**config.mk**
```make
export PLATFORM = sky130hd
export DESIGN_NAME = mwm_div_step
export DESIGN_NICKNAME = d
export VERILOG_FILES = /design/src/rtl/mwm_pkg.sv /design/src/rtl/mwm_div_step.sv
export SDC_FILE = /design/constraint.sdc
export NUM_CORES = 1
export LEC_CHECK = 0
export BUFFER_PORTS_ARGS = -buffer_cell sky130_fd_sc_hd__clkbuf_2
export CAP_MARGIN = 20
export CORE_AREA = 2 2 245 247
export CTS_BUF_LIST = sky130_fd_sc_hd__clkbuf_2
export DETAILED_ROUTE_END_ITERATION = 16
export DIE_AREA = 0 0 247 249
export PLACE_DENSITY = 0.52
export SYNTH_ARGS = -nofsm -noshare
export SYNTH_HDL_FRONTEND = slang
export SYNTH_SLANG_ARGS = --single-unit
```
**constraint.sdc**
```tcl
create_clock -name clk -period 20.4 [get_ports clk]
set_input_delay 6.12 -clock clk [delete_from_list [all_inputs] [get_ports clk]]
set_output_delay 6.12 -clock clk [all_outputs]
set_load 0.01 [all_outputs]
```
**src/rtl/mwm_pkg.sv**
```systemverilog
package mwm_pkg;

	// field widths
	localparam int STICK_W   = 16;
	localparam int GAIN_W    = 16;
	localparam int PWM_W     = 16;
	localparam int MS_W      = 15;
	localparam int TUNE_W    = 16;
	localparam int CFG_IDX_W = 3;
	localparam int CFG_DAT_W = 16;
	localparam int WHEELS    = 4;

	// register indexes
	localparam logic [CFG_IDX_W-1:0] REG_ROT_GAIN  = 3'd0;
	localparam logic [CFG_IDX_W-1:0] REG_MIN_PWM   = 3'd1;
	localparam logic [CFG_IDX_W-1:0] REG_MAX_PWM   = 3'd2;
	localparam logic [CFG_IDX_W-1:0] REG_MAX_STICK = 3'd3;
	localparam logic [CFG_IDX_W-1:0] REG_TUNE_GAIN = 3'd4;

	// fixed-point layout
	localparam int FRAC_SH  = 8;                     // Q8.8 gain fraction
	localparam int SUM_W    = STICK_W + 1;           // y +/- x
	localparam int RT_W     = STICK_W + GAIN_W + 1;  // rot * gain
	localparam int RATIO_W  = RT_W;                  // |ratio| < 2^32
	localparam int MAG_W    = RATIO_W - 1;
	localparam int Q_W      = 16;                    // quotient 0..32768
	localparam int LO_W     = Q_W - 1;               // bits found by the divider steps
	localparam int DIV_STEPS = LO_W;
	localparam int SPAN_W   = PWM_W + 1;
	localparam int ST_W     = SPAN_W + TUNE_W + 1;   // span * tune
	localparam int MID_W    = PWM_W + 1;             // max + min
	localparam int QS_W     = Q_W + 1;
	localparam int PROD_W   = ST_W + QS_W;
	localparam int T_W      = PROD_W + 1;
	localparam int MID_SH   = 30;
	localparam int ROUND_SH = 30;
	localparam int OUT_SH   = 31;

	typedef struct packed {
		logic [GAIN_W-1:0] rot_gain;
		logic [PWM_W-1:0]  min_pwm;
		logic [PWM_W-1:0]  max_pwm;
		logic [MS_W-1:0]   max_stick;
		logic [TUNE_W-1:0] tune;
	} cfg_t;

	// per-item values needed only at the output scaling
	typedef struct packed {
		logic [ST_W-1:0]  st;    // signed span * tune
		logic [MID_W-1:0] mid2;  // max_pwm + min_pwm
	} side_t;

	typedef struct packed {
		logic [WHEELS-1:0][MAG_W-1:0] rem;
		logic [WHEELS-1:0][LO_W-1:0]  lo;
		logic [WHEELS-1:0]            hi;
		logic [WHEELS-1:0]            neg;
		logic [MAG_W-1:0]             den;
		side_t                        side;
	} div_t;

endpackage

```
**src/rtl/mwm_div_step.sv**
```systemverilog
module mwm_div_step (
	input  logic          clk,
	input  logic          arst_n,
	input  logic          in_valid,
	output logic          in_ready,
	input  mwm_pkg::div_t in_data,
	output logic          out_valid,
	input  logic          out_ready,
	output mwm_pkg::div_t out_data
);
	import mwm_pkg::*;

	logic             v_s1, adv_s1;
	div_t             nxt_c, data_s1;
	logic [MAG_W:0]   rem2, den_e;
	logic             ge;

	assign adv_s1   = !v_s1 || out_ready;
	assign in_ready = adv_s1;
	assign den_e    = {1'b0, in_data.den};

	// one restoring step per lane: shift, compare, subtract
	always_comb begin
		nxt_c = in_data;
		rem2  = '0;
		ge    = 1'b0;
		for (int i = 0; i < WHEELS; i++) begin
			rem2 = {in_data.rem[i], 1'b0};
			ge   = (rem2 >= den_e);
			nxt_c.rem[i] = ge ? MAG_W'(rem2 - den_e) : MAG_W'(rem2);
			nxt_c.lo[i]  = {in_data.lo[i][LO_W-2:0], ge};
		end
	end

	always_ff @(posedge clk or negedge arst_n) begin
		if (!arst_n) begin
			v_s1 <= 1'b0;
		end else if (adv_s1) begin
			v_s1 <= in_valid;
		end
	end

	always_ff @(posedge clk) begin
		if (adv_s1) data_s1 <= nxt_c;
	end

	assign out_valid = v_s1;
	assign out_data  = data_s1;

endmodule

```
# Word level (Yosys, flattened, before mapping)
# Index checks and enable logic that the tools add are counted.
[totals]
ram_bits = 0
inputBits = 283
ff_bits = 280
romBits = 0
mem_count = 0
latchBits = 0
[op_classes]
n_addsub = 4
magnitude_cmp = 4
n_eq_ne = 0
mul = 0
shifts = 0
div_mod_pow = 0
reduce_logical = 2
bitwise = 0
muxes = 4
[op_table]
columns = ["cell", "n"]
rows = [
  ["33-bit by 32-bit greater-or-equal comparator with 1-bit output", 4],
  ["32-bit 2-to-1 mux", 4],
  ["32-bit subtractor", 4],
  ["1-bit zero test", 1],
  ["1-bit logical OR", 1],
]

# Depth between registers and ports, before layout
# Gate-level depths: netlist of run 1.
[depth]
depth_word = 2
depth_mapped = 14

# Worst setup path after synthesis of run 1
# Ideal clock, no wire load.
[synth_timing]
path_type = "input -> output"
start = "input port out_ready"
end = "output port in_ready"
arrival_time_ns = 12.879
cell_stages = 1
path_slack_ns = 1.401
path_cell_list = "nand2b_1"
[synth_between]
elab_chain_cells = 1
[synth_rtl]
columns = ["item", "line_no", "source"]
rows = [
  ["from (decl)", "mwm_div_step.sv:8", "input logic out_ready,"],
  ["1-bit logical OR", "mwm_div_step.sv:18", "assign adv_s1 = !v_s1 || out_ready;"],
  ["to (decl)", "mwm_div_step.sv:5", "output logic in_ready,"],
]
# No other way between the ends.

# Worst setup path in the final report of run 1
# Ends and elaborated chain as after synthesis.

==> results of run 1 <==
registers in the layout, summed over array words and instances (netlist names):
register,count
out_valid,1
out_data,279
area by class of cell:
cell class / count / area (µm²)
inverters: 68 / 255.2
flip-flops and latches: 280 / 8403
diodes: 4 / 10.01
well taps: 773 / 967.2
repair buffers: 564 / 2848
clock buffers: 116 / 580.6
fillers: 6000 / 36980
clock inverters: 27 / 133.9
multi-input cells: 1199 / 8504
routing by layer:
| metal | vias to the layer above | part of all wire |
|---|---|---|
| met4 | 12 | 0.031 |
| met5 | - | 0.0012 |
| met1 | 7238 | 0.38 |
| li1 | 7301 | - |
| met3 | 109 | 0.076 |
| met2 | 561 | 0.51 |
cell usage after synthesis (15+ instances only):
| cell type | count |
|---|---|
| edfxtp_1 | 279 |
| ha_1 | 128 |
| nand4_1 | 18 |
| mux2_4 | 30 |
| nor3_1 | 24 |
| nand3_1 | 28 |
| o21bai_1 | 16 |
| nor2_1 | 149 |
| nand2b_1 | 15 |
| o21ai_0 | 74 |
| a21o_1 | 55 |
| and3_1 | 16 |
| o31ai_1 | 15 |
| inv_1 | 64 |
| a21oi_1 | 175 |
| buf_2 | 16 |
| nor2b_1 | 16 |
| nand2_1 | 98 |
| xnor2_1 | 51 |
| o21a_1 | 26 |
| xor2_1 | 40 |
| clkbuf_1 | 19 |
worst paths after layout:
kind	start	to	slack, ps	depth (start not counted)
worst max-delay path	out_ready	in_ready	7460	3
worst max register to register	out_valid	out_data[136]	18290	2
worst min register to register	out_valid	out_data[98]	970	1
worst min-delay path	out_valid	out_data[98]	970	1
max in group asynchronous	arst_n	out_valid	15490	1
min in group asynchronous	arst_n	out_valid	4830	1
placed cells by master (no fill, tap or decap), types with 13 or more instances in the layout:
cell type	count
clkbuf_2	675
edfxtp_1	279
a21oi_1	175
nor2_1	149
ha_1	128
nand2_1	98
o21ai_0	74
inv_1	64
a21o_1	55
xnor2_1	51
xor2_1	40
mux2_4	30
nand3_1	28
o21a_1	26
nor3_1	24
nand4_1	18
clkinv_1	17
nor2b_1	16
and3_1	16
o21bai_1	16
o31ai_1	15
and2_1	14
nand2b_1	14
a211oi_1	13
a31oi_1	13
per-stage QoR:
stage | worst slack, ps | instance area [µm²] | std cells | hold WS (ps) | utilization
after CTS | 7442 | 21690 | 3027 | 993.3 | 0.3696
after global routing | 7415 | 21700 | 3030 | 1013 | 0.3698
final | 7455 | 21700 | 3031 | 967.6 | 0.3698
after floorplan | 1401 | 17430 | 1594 | 5824 | -
after detailed placement | 7435 | 20980 | 2884 | 968.0 | 0.3575
after global placement | 7445 | 20980 | 2884 | 945.5 | 0.3575
logic make-up (layout without fill, tap and decap cells):
group / after synthesis / count (layout)
AO/OA/AOI/OAI: 510 / 510
multiplexers: 40 / 40
AND/OR/NAND/NOR: 426 / 426
adder cells (fa/ha/maj): 132 / 132
buffers and inverters: 115 / 775
other: 0 / 4
XOR/XNOR: 91 / 91
flip-flops: 280 / 280
where the power goes:
| group | total [W] | switching [W] | leakage, nW | internal, W |
|---|---|---|---|---|
| Clock | 0.000426 | 0.000269 | 0.542 | 0.000156 |
| Combinational | 0.000502 | 0.000304 | 6.41 | 0.000198 |
| Sequential | 0.000742 | 0.0000208 | 2.81 | 0.000721 |
| Total | 0.00167 | 0.000594 | 9.76 | 0.00108 |
==> impl.org, run 1 <==
** Worst setup path
- Traced cell by cell, the critical path runs through clkbuf_2 -> nand2b_4 -> clkbuf_2.
- Of all nets on the critical path, the largest fanout is 24.
- The worst setup path is captured at an output port.
- The critical path is of the in -> out type.
- Data on the critical path is required at its endpoint by ~14000 ps.
- The critical path contains buffers and inverters numbering 2 combined.
- On the critical path, the stage with the largest delay is an instance of nand2b_4.
- Signal arrival time at the worst endpoint :: between 6000 and 7000 ps
- Crit path launch type :: input port
- In this design, the stage delay of the slowest critical-path cell is between 300 and 400 ps.
- Kind of cell adding the most delay to the critical path :: simple AND/OR/NAND/NOR gates
- Cell seen most often among critical-path stages :: clkbuf_2

** Placed design
- Port Buf Inserts :: roughly 560
- Summed over all nets, the half-perimeter wirelength after detailed placement is approximately 54000 µm.
- Routability-driven placement finished with a final weighted congestion of roughly 0.91.

** CTS
- Worst skew pair latency :: between 1000 and 1500 ps
- The number of setup buffers added after CTS is 0.
- Post-CTS repair changed the size of 0 cells.
- CTS max path bufs :: 3
- After clock tree synthesis, the clock-pin slew on the worst setup and hold paths is roughly 100 ps.
- TritonCTS built the clock tree.
- Htree depth :: 3
- Master cell of the clock root buffer :: clkbuf_2
- CTS Hold Buffers Added :: 0
- Number of clock sinks :: 280
- Number of CTS-inserted buffers :: 80

** Logic synthesis
- Synthesis produced between 1500 and 2000 cells.
- The most used flip-flop cell after synthesis is edfxtp_1.
- The synthesized-area fraction occupied by ao, oa, aoi and oai cells is 0.1963.
- The number of nets in the synthesized netlist is about 2000.
- Total number of yosys warnings :: 0
- Measured against the total synthesized area, the mux share comes to 0.03195.
- Main area contributors after synthesis :: edfxtp_1 (48%), ha_1 (9.2%), a21oi_1 (5.0%)
- In this run, synthesis produced a sequential element count of 280.
- Avg Cell Area, Syn :: roughly 11 µm²
- Yosys top cell area share :: 0.4808
- Combinational family with the most area after synthesis :: compound AO/OA/AOI/OAI gates
- For this run, the register share of the synthesized area comes to 0.4822.
- Post-synthesis share of cell area spent on and, or, nand and nor gates :: 0.1171
- Share of the synthesized netlist area taken by xor and xnor gates :: 0.04574
- After synthesis, the share of flip-flops with an asynchronous set or reset is 0.003571.
- Of the total synthesized cell area, the portion taken by full adders, half adders and majority gates is 0.09650.
- The mapped netlist covers roughly 17000 µm².
- Number of flops mapped to enable cells by yosys :: roughly 280
- Unique cell type count in the Yosys netlist :: 90
- Post-synthesis cell type with the largest combined area :: edfxtp_1

** STA
- For the final database, setup skew stands at ~88 ps.
- Slew Viols, Final :: 0
- The final number of hold-violating endpoints is 0.
- Setup violations remaining at the end of the flow were counted as 0.
- Actual transition at the worst max-transition pin :: between 900 and 1000 ps
- Unrepaired setup endpoints after global routing :: no
- Derived from the worst setup path, the maximum achievable clock frequency is between 0.07 and 0.08 GHz.
- Of the available clock period, the critical path in the final layout requires 0.6346.
- After routing, the total negative slack on setup checks comes to 0 ps.
- Counting I/O delays and the setup requirement, the final critical path takes 12940 ps.
- Headroom to the max-slew limit :: 0.3592

** Pwr
- In this run the power density over the cells is 76.92 nW/µm².
- Summed over all cells, the static leakage comes to approximately 10 nW.
- Across the VDD grid, the largest voltage drop is 0.03721 mV.
- The completed layout was analyzed and its total power is around 0.0017 W.

** Die
- For this configuration, the core starts out at a cell density of 0.2970.
- Core Rows :: 89
- Vertical die dimension :: around 250 µm
- Die width :: roughly 250 µm
- The core region is slightly below 60000 µm².
- Die Area :: between 60000 and 70000 µm²
- Top-level port count :: about 560

** Global route
- Overall routing resource usage :: 0.2201
- The first global-routing pass estimated around 100000 µm of wire.
- Global routing usage on met1 :: 0.2449
- For this run, global-route usage on met3 was measured as 0.05872.
- Gr busiest metal :: met2
- Entering global routing, the biggest net connects 137 pins.
- For this run, global-route usage on met2 was measured as 0.3987.
- The number of antenna violations at the first check in global routing is 11.
- Summed over all layers, the global routing overflow is 0.
- Number of global-route vias before repair :: between 10000 and 15000

** Drt
- In this run the remaining antenna-violating nets after routing total 0.
- Average via count per standard cell :: about 5
- In the final routed layout, each cell accounts on average for between 20 and 25 µm.
- Overall routed net length :: about 70000 µm
- Via total after detailed routing :: ~15000
- The pre-antenna-repair detailed-routing pass consisted of 7 iterations.
- In the routed design, unresolved DRC markers number 0.
- DRC violation total after the first TritonRoute iteration :: ~860

** Run
- The tool flagged a number of max-cap violations equal to 0.

** Worst hold path
- Worst hold-check path type :: reg -> reg

** Cells and area
- Net total in the final layout :: 2608
- Proportion of layout cells with a drive suffix above 1 :: 0.3403
- Growth of design area from synthesis to finish :: 24.53%

** Outcome
- Result of the run :: finished clean
No activity file was read; power rests on OpenSTA's default activity.
==> run 2: changes to the inputs <==
--- a/config.mk
+++ b/config.mk
@@ -5,13 +5,14 @@
 export SDC_FILE = /design/constraint.sdc
 export NUM_CORES = 1
 export LEC_CHECK = 0
+export ABC_AREA = 1
 export BUFFER_PORTS_ARGS = -buffer_cell sky130_fd_sc_hd__clkbuf_2
 export CAP_MARGIN = 20
-export CORE_AREA = 2 2 245 247
+export CORE_AREA = 2 2 265 267
 export CTS_BUF_LIST = sky130_fd_sc_hd__clkbuf_2
 export DETAILED_ROUTE_END_ITERATION = 16
-export DIE_AREA = 0 0 247 249
-export PLACE_DENSITY = 0.52
+export DIE_AREA = 0 0 267 269
+export PLACE_DENSITY = 0.51
 export SYNTH_ARGS = -nofsm -noshare
 export SYNTH_HDL_FRONTEND = slang
 export SYNTH_SLANG_ARGS = --single-unit
==> constraint.sdc (replaced) <==
create_clock -name clk -period 12.4 [get_ports clk]
set_input_delay 3.72 -clock clk [delete_from_list [all_inputs] [get_ports clk]]
set_output_delay 3.72 -clock clk [all_outputs]
set_load 0.01 [all_outputs]
==> impl.org, run 2 <==
** Worst setup path
- The largest fanout on the critical path was 27 (+13%).
- Critical setup path kind :: in -> out
- Number of cell instances on the worst register-to-register path :: 3 (+1)
- The worst setup path is launched from an input port.
- The worst path arrival time came to 4370 ps (-2450 ps).
- The slack of the worst reg-to-reg path was 9520 ps (-8770 ps).
- Critical path capture point type :: output port
- The worst register-to-register path ends at out_data[65].
- Critical register-to-register path startpoint :: out_valid
- The required time at the endpoint of the critical path came to 8680 ps (-5600 ps).

** CTS
- CTS Hold Buffers Added :: 0 (unchanged)
- The root buffer cell chosen for the clock tree is clkbuf_2.
- Worst skew pair latency :: 1050 ps (-80 ps)
- TritonCTS built the clock tree.
- The clock-pin transition on the worst setup and hold timing paths came to 90 ps (about the same).
- The count of cells resized by post-cts repair is 0 (unchanged).
- Number of buffers added for setup after CTS :: 0 (unchanged)
- CTS max path bufs :: 3 (unchanged)
- The number of levels the H-tree was split into is 3 (unchanged).
- The clock sink total is 280 (unchanged).
- Number of CTS-inserted buffers :: 84 (+5.0%)

** Global route
- The first-pass GRT wire length was 116700 µm (+19%).
- Antenna violations before repair :: 7 (-4)
- Number of global-route vias before repair :: 18244 (+22%)
- The leftover overflow at the end of global routing came to 0 (unchanged).
- The largest net degree at the start of global routing came to 76 (-45%).
- The global-route usage over all layers is 0.2250 (+0.004826).

** Logic synthesis
- The async set or reset register ratio after synthesis is 0.003571 (unchanged).
- Unique cell type count in the Yosys netlist :: 33 (-63%)
- Main area contributors after synthesis :: edfxtp_1 (41%), nand2_1 (21%), inv_1 (9.2%)
- The post-synthesis cell area was 20450 µm² (+17%).
- The post-synth net total came to 3191 (+59%).
- Avg Cell Area, Syn :: 7.365 µm² (-33%)
- The most common cell in the synthesized netlist is nand2_1.
- The area share of the largest cell type after synthesis was 0.4098 (-0.07099).
- The number of synthesized flops with an enable pin came to 279 (unchanged).
- By count the netlist is led by nand2_1 (1160), inv_1 (500), edfxtp_1 (279).
- Sequential cell area fraction in the yosys report :: 0.4110 (-0.07120)
- Of all cell types, the one taking the most synthesized area is edfxtp_1.
- Number of instances in the synthesized netlist :: 2776 (+74%)
- Total number of yosys warnings :: 0 (unchanged)
- Most used DFF post-synth :: edfxtp_1
- The flop and latch count out of synthesis came to 280 (unchanged).

** Worst hold path
- The number of cells on the worst hold path was 1 (unchanged).
- For hold timing, the worst endpoint is out_data[215].
- Worst hold path startpoint :: out_valid
- Worst hold-check path type :: reg -> reg

** STA
- The final-report setup violation count is 0 (unchanged).
- Highest attainable clock frequency :: about 0.12 GHz
- Largest clock skew in the final design :: 72.49 ps (-15.79 ps)
- Final Hold Violating Endpoints :: 0 (unchanged)
- Dividing the final minimum period by the clock period gives 0.6521.
- Setup repair after global routing left no endpoint under its margin.
- Slew Viols, Final :: 0 (unchanged)
- The post-route setup TNS came to 0 ps (unchanged).
- Final critical-path required period :: just over 8000 ps
- Actual transition at the worst max-transition pin :: 955.4 ps (-4.400 ps)
- Headroom to the max-slew limit :: 0.3631 (+0.003866)

** Die
- Effective utilization at floorplan :: 0.2950 (-0.001920)
- The horizontal extent of the die came to 267 µm (+8.1%).
- The vertical die dimension came to 269 µm (+8.0%).
- The floorplan core area came to 69300 µm² (+18%).
- The number of top-level pins is 564 (unchanged).
- Die Area :: 71820 µm² (+17%)
- Core Rows :: 97 (+9.0%)

** Cells and area
- The flip-flop count of the largest register after layout came to 279 (unchanged).
- Leaving out fill and tap cells, the most frequent cell in the layout is nand2_1.
- Proportion of layout cells with a drive suffix above 1 :: 0.2260 (-0.1143)
- The top cell types in the final layout, fill and taps aside, are nand2_1 (1159), clkbuf_2 (672), inv_1 (500).
- Net total in the final layout :: 3806 (+46%)
- Growth of design area from synthesis to finish :: 22.14%

** Placed design
- The final RePlAce weighted congestion was 0.9320 (+3.0%).
- The number of buffers added on ports was 559 (unchanged).
- Placed wire-length estimate :: 65850 µm (+22%)

** Drt
- The DRC marker count from the first detailed-route iteration is 1225 (+42%).
- Average via count per standard cell :: 4.443 (-12%)
- Remaining routing DRC violations :: 0 (unchanged)
- Overall routed net length :: 83060 µm (+19%)
- Antenna-violating nets left :: 0 (unchanged)
- The overall via count from detail_route is 19527 (+28%).
- The total iterations of the first detailed-routing run came to 5 (-2).
- The average detailed-routed wire length per instance is 18.90 µm (-18%).

** Pwr
- Leak Pwr :: 13.80 nW (+41%)
- VDD IR-drop max :: 0.06419 mV (+72%)
- The total power after layout was 0.002838 W (+70%).
- The power per unit of standard cell area came to 113.7 nW/µm² (+48%).

** Outcome
- Result of the run :: finished clean

** Run
- Maximum capacitance violations :: 0 (unchanged)
## run 2: cell count changes after synthesis, moves of 19 or more
| cell | delta |
|---|---|
| o21a_1 | -26 |
| o21ai_0 | -70 |
| a21o_1 | -49 |
| inv_1 | +436 |
| nand3b_1 | +38 |
| xnor2_1 | -47 |
| nand3_1 | +143 |
| nand2_1 | +1062 |
| mux2_4 | -30 |
| nand3_2 | +34 |
| nand2_2 | +21 |
| clkbuf_1 | -19 |
| a21oi_1 | -89 |
## run 2: worst max-delay path: stages
cell,delay (ps)
clkbuf_2,80
inv_1,130
nand2_8,170
clkbuf_2,210
## run 2: worst max-delay path by stage
| stage | cells after the start | slack [ps] | startpoint | to |
|---|---|---|---|---|
| 2_1_floorplan | 2 | 1590 | out_ready | in_ready |
| 3_3_place_gp | 4 | 4300 | out_ready | in_ready |
| 4_1_cts | 4 | 4290 | out_ready | in_ready |
| 3_5_place_dp | 4 | 4290 | out_ready | in_ready |
| 5_1_grt | 4 | 4270 | out_ready | in_ready |
| 6_report | 4 | 4310 | out_ready | in_ready |
## run 2: power breakdown
part           switching (W)  internal, W  leakage, nW
Sequential         0.0000338      0.00118         2.83
Clock               0.000439     0.000294        0.578
Combinational       0.000597     0.000294         10.4
Total                0.00107      0.00177         13.8
## run 2: stage by stage
stage | hold WS, ps | cells | cell area, µm² | utilization | setup WS, ps
5_1_grt | 1113 | 4395 | 24970 | 0.3604 | 4269
3_5_place_dp | 1104 | 4245 | 24190 | 0.3491 | 4293
3_3_place_gp | 1115 | 4245 | 24190 | 0.3491 | 4297
2_1_floorplan | 3424 | 2776 | 20450 | - | 1590
4_1_cts | 1109 | 4392 | 24970 | 0.3602 | 4290
6_report | 1036 | 4395 | 24970 | 0.3604 | 4314
## run 2: layout make-up
cell class | count | area, µm²
Timing Repair Buffer | 564 | 2835
Tap cell | 940 | 1176
Antenna cell | 3 | 7.507
Sequential cell | 280 | 8403
Clock inverter | 34 | 207.7
Inverter | 505 | 1901
Multi-Input combinational cell | 1956 | 9877
Fill cell | 7570 | 44330
Clock buffer | 113 | 565.5
## run 2: cell families (layout without fill, tap and decap cells)
group                    count (synthesis)  count (layout)  share of synthesized area
XOR/XNOR                                56              56                    0.02399
other                                    0               3                          0
flip-flops                             280             280                     0.4110
AND/OR/NAND/NOR                       1671            1671                     0.3510
buffers and inverters                  540            1216                     0.1072
AO/OA/AOI/OAI                           97              97                    0.02460
adder cells (fa/ha/maj)                132             132                    0.08225
## run 2: routing by layer
layer  GRT usage  share of wire  vias up
met2      0.3917           0.48      637
met3     0.04584          0.064      104
met4     0.07577          0.028        6
met1      0.2768           0.43     8802
li1            -              -     9978
met5           0        0.00041        -
==> run 3: changes to the inputs <==
--- a/config.mk
+++ b/config.mk
@@ -12,7 +12,7 @@
 export CTS_BUF_LIST = sky130_fd_sc_hd__clkbuf_2
 export DETAILED_ROUTE_END_ITERATION = 16
 export DIE_AREA = 0 0 267 269
-export PLACE_DENSITY = 0.51
+export PLACE_DENSITY = 0.53
 export SYNTH_ARGS = -nofsm -noshare
 export SYNTH_HDL_FRONTEND = slang
 export SYNTH_SLANG_ARGS = --single-unit
==> constraint.sdc (replaced) <==
create_clock -name clk -period 6.61 [get_ports clk]
set_input_delay 1.983 -clock clk [delete_from_list [all_inputs] [get_ports clk]]
set_output_delay 1.983 -clock clk [all_outputs]
set_load 0.01 [all_outputs]
==> impl.org, run 3 (same netlist as run 2, synthesis figures left out) <==
** CTS
- The latest clock arrival within the worst-skew pair came to 1020 ps (-30 ps).
- Clock transition at the registers of the reported paths :: 90 ps (about the same)
- The maximum buffer depth of the clock tree is 3 (unchanged).
- The number of hold buffers added after cts was 0 (unchanged).
- Master cell of the clock root buffer :: clkbuf_2
- The setup fix buffers added after clock tree synthesis is 0 (unchanged).
- Number of CTS-inserted buffers :: 80 (-4.8%)
- TritonCTS built the clock tree.
- Number of clock sinks :: 280 (unchanged)
- CTS resizes :: 0 (unchanged)
- Htree depth :: 3 (unchanged)

** Placed design
- Placed wire-length estimate :: 66770 µm (+1.4%)
- The final RePlAce weighted congestion came to 0.9332 (+0.13%).
- Port Buf Inserts :: 559 (unchanged)

** Drt
- The number of nets with antenna violations after routing was 0 (unchanged).
- DRC violation total after the first TritonRoute iteration :: 1282 (+4.7%)
- The DRC violations left was 0 (unchanged).
- Length of the first detailed-routing pass in iterations :: 5 (unchanged)
- Routed length per placed instance :: 19.10 µm (+1.0%)
- The aggregate routed wire length came to 83750 µm (+0.83%).
- The average vias per placed instance was 4.490 (+1.0%).
- Via total after detailed routing :: 19691 (+0.84%)

** Die
- The starting utilization of the core area came to 0.2950 (unchanged).
- Vertical die dimension :: 269 µm (unchanged)
- Top-level port count :: 564 (unchanged)
- Die Area :: 71820 µm² (unchanged)
- The horizontal extent of the die was 267 µm (unchanged).
- Floorplan core area :: 69300 µm² (unchanged)
- Core Rows :: 97 (unchanged)

** Cells and area
- Growth of design area from synthesis to finish :: 22.23% (about the same)
- Leading cell types in the layout, fill and taps excluded :: nand2_1 (1159), clkbuf_2 (665), inv_1 (500)
- The flip-flop count of the largest register after layout was 279 (unchanged).
- Net total in the final layout :: 3808 (+0.053%)
- Most common cell after layout, fill and taps aside :: nand2_1
- The share of post-route cells with drive strength above 1 is 0.2248 (-0.001152).

** Worst hold path
- Worst hold-check path type :: in -> async

** STA
- The relative slew slack is 0.3830 (+0.01992).
- Actual transition at the worst max-transition pin :: 925.5 ps (-29.88 ps)
- The final-report setup violation count is 0 (unchanged).
- Sum of negative setup slack :: 0 ps (unchanged)
- Final Hold Violating Endpoints :: 0 (unchanged)
- Highest attainable clock frequency :: ~0.21 GHz
- The final number of max-transition violations came to 0 (unchanged).
- Unrepaired setup endpoints after global routing :: no
- In the finished design, the share of the clock period the worst path needs comes to 0.7069.
- Largest clock skew in the final design :: 96.43 ps (+23.94 ps)
- Final critical-path required period :: about 4700 ps

** Pwr
- The portion of total power attributed to the clock network is 0.261 (+0.003).
- The switching component of the power came to 0.001992 W (+86%).
- VDD IR-drop max :: 0.1239 mV (+93%)
- The internal portion of total power was 0.003362 W (+90%).
- Sw Ratio :: 0.3720 (-0.005217)
- PD cells :: 214.2 nW/µm² (+88%)
- Comb pwr share :: 0.313 (about the same)
- The reported leakage power came to 13.79 nW (about the same).
- The total power after layout was 0.005354 W (+89%).
- The register share of total power came to 0.426 (-0.002).

** Worst setup path
- Data required time at the worst endpoint :: 4630 ps (-4050 ps)
- Signal arrival time at the worst endpoint :: 2690 ps (-1680 ps)
- Register-to-Register Setup Slack :: 3730 ps (-5790 ps)
- Max FO, Critical Path :: 47 (+74%)
- Critical setup path kind :: in -> out
- Crit path launch type :: input port
- STA classifies the critical path endpoint as an output port.
- The worst register-to-register path ends at out_data[181].
- In this run the critical register-to-register path is launched from out_valid.
- The number of cells traversed by the worst register-to-register path is 3 (unchanged).

** Global route
- Antenna violations before repair :: 6 (-1)
- Wire length of the first global-routing pass :: 116900 µm (+0.10%)
- The largest net degree at the start of global routing was 73 (-3.9%).
- Number of global-route vias before repair :: 18249 (+0.027%)
- Overall routing resource usage :: 0.2266 (+0.001640)
- The leftover overflow at the end of global routing came to 0 (unchanged).

** Run
- Maximum capacitance violations :: 0 (unchanged)

** Outcome
- The flow ran to the end, and the final reports show no timing, DRC or antenna violations.
run 3: changes by cell type in the layout (fill, tap and decap cells not counted):
cell       change
clkinv_1       -3
bufinv_16      +2
clkbuf_2       -7
clkinv_2       -7
inv_2          -1
nor2_4         -2
clkinv_4       +1
buf_4          +6
nor2_2         +2
run 3: stage by stage:
stage               cell area [µm²]  hold WS [ps]    util  setup slack [ps]  cells
finish                        24990         714.1  0.3606              1937   4386
global placement              24230          1025  0.3496              1402   4251
CTS                           24980         481.6  0.3605              1927   4383
floorplan                     20450          1687       -             694.1   2776
global route                  24990         590.2  0.3606              1861   4385
detailed placement            24230          1020  0.3496              1389   4251
run 3: worst max-delay path by stage:
| stage | start | end | slack [ps] | depth (start not counted) |
|---|---|---|---|---|
| 3_3_place_gp | in_data[67] | out_data[214] | 1400 | 13 |
| 2_1_floorplan | out_ready | in_ready | 690 | 2 |
| 3_5_place_dp | in_data[67] | out_data[214] | 1390 | 13 |
| 6_report | out_ready | in_ready | 1940 | 4 |
| 5_1_grt | out_ready | in_ready | 1860 | 4 |
| 4_1_cts | out_ready | in_ready | 1930 | 4 |
run 3: worst max-delay path, cell delays in order:
cell,delay [ps]
clkbuf_2,80
inv_1,120
nand2_8,250
clkbuf_2,230
run 3: area by class of cell:
| cell class | instances | area (µm²) |
|---|---|---|
| Fill cell | 7640 | 44310 |
| Multi-Input combinational cell | 1956 | 9867 |
| Sequential cell | 280 | 8403 |
| Timing Repair Buffer | 570 | 2880 |
| Inverter | 505 | 1901 |
| Tap cell | 940 | 1176 |
| Clock buffer | 106 | 530.5 |
| Clock inverter | 26 | 226.5 |
| Antenna cell | 3 | 7.507 |
run 3: routing by layer:
metal / global-route usage / routed length (µm) / up-vias
met5: 0 / 34 / -
met4: 0.1204 / 4212 / 6
met3: 0.05205 / 6098 / 132
met2: 0.3675 / 37990 / 692
met1: 0.2804 / 35410 / 8874
li1: - / - / 9987
run 3: power groups by stage:
stage	sequential [W]	combinational (W)	clock, W
6_report	0.00228	0.00168	0.00140
5_1_grt	0.00230	0.00187	0.00156
4_1_cts	0.00228	0.00169	0.00148
3_5_place_dp	0.00232	0.00168	0
3_3_place_gp	0.00232	0.00168	0
2_1_floorplan	0.00243	0.000902	0
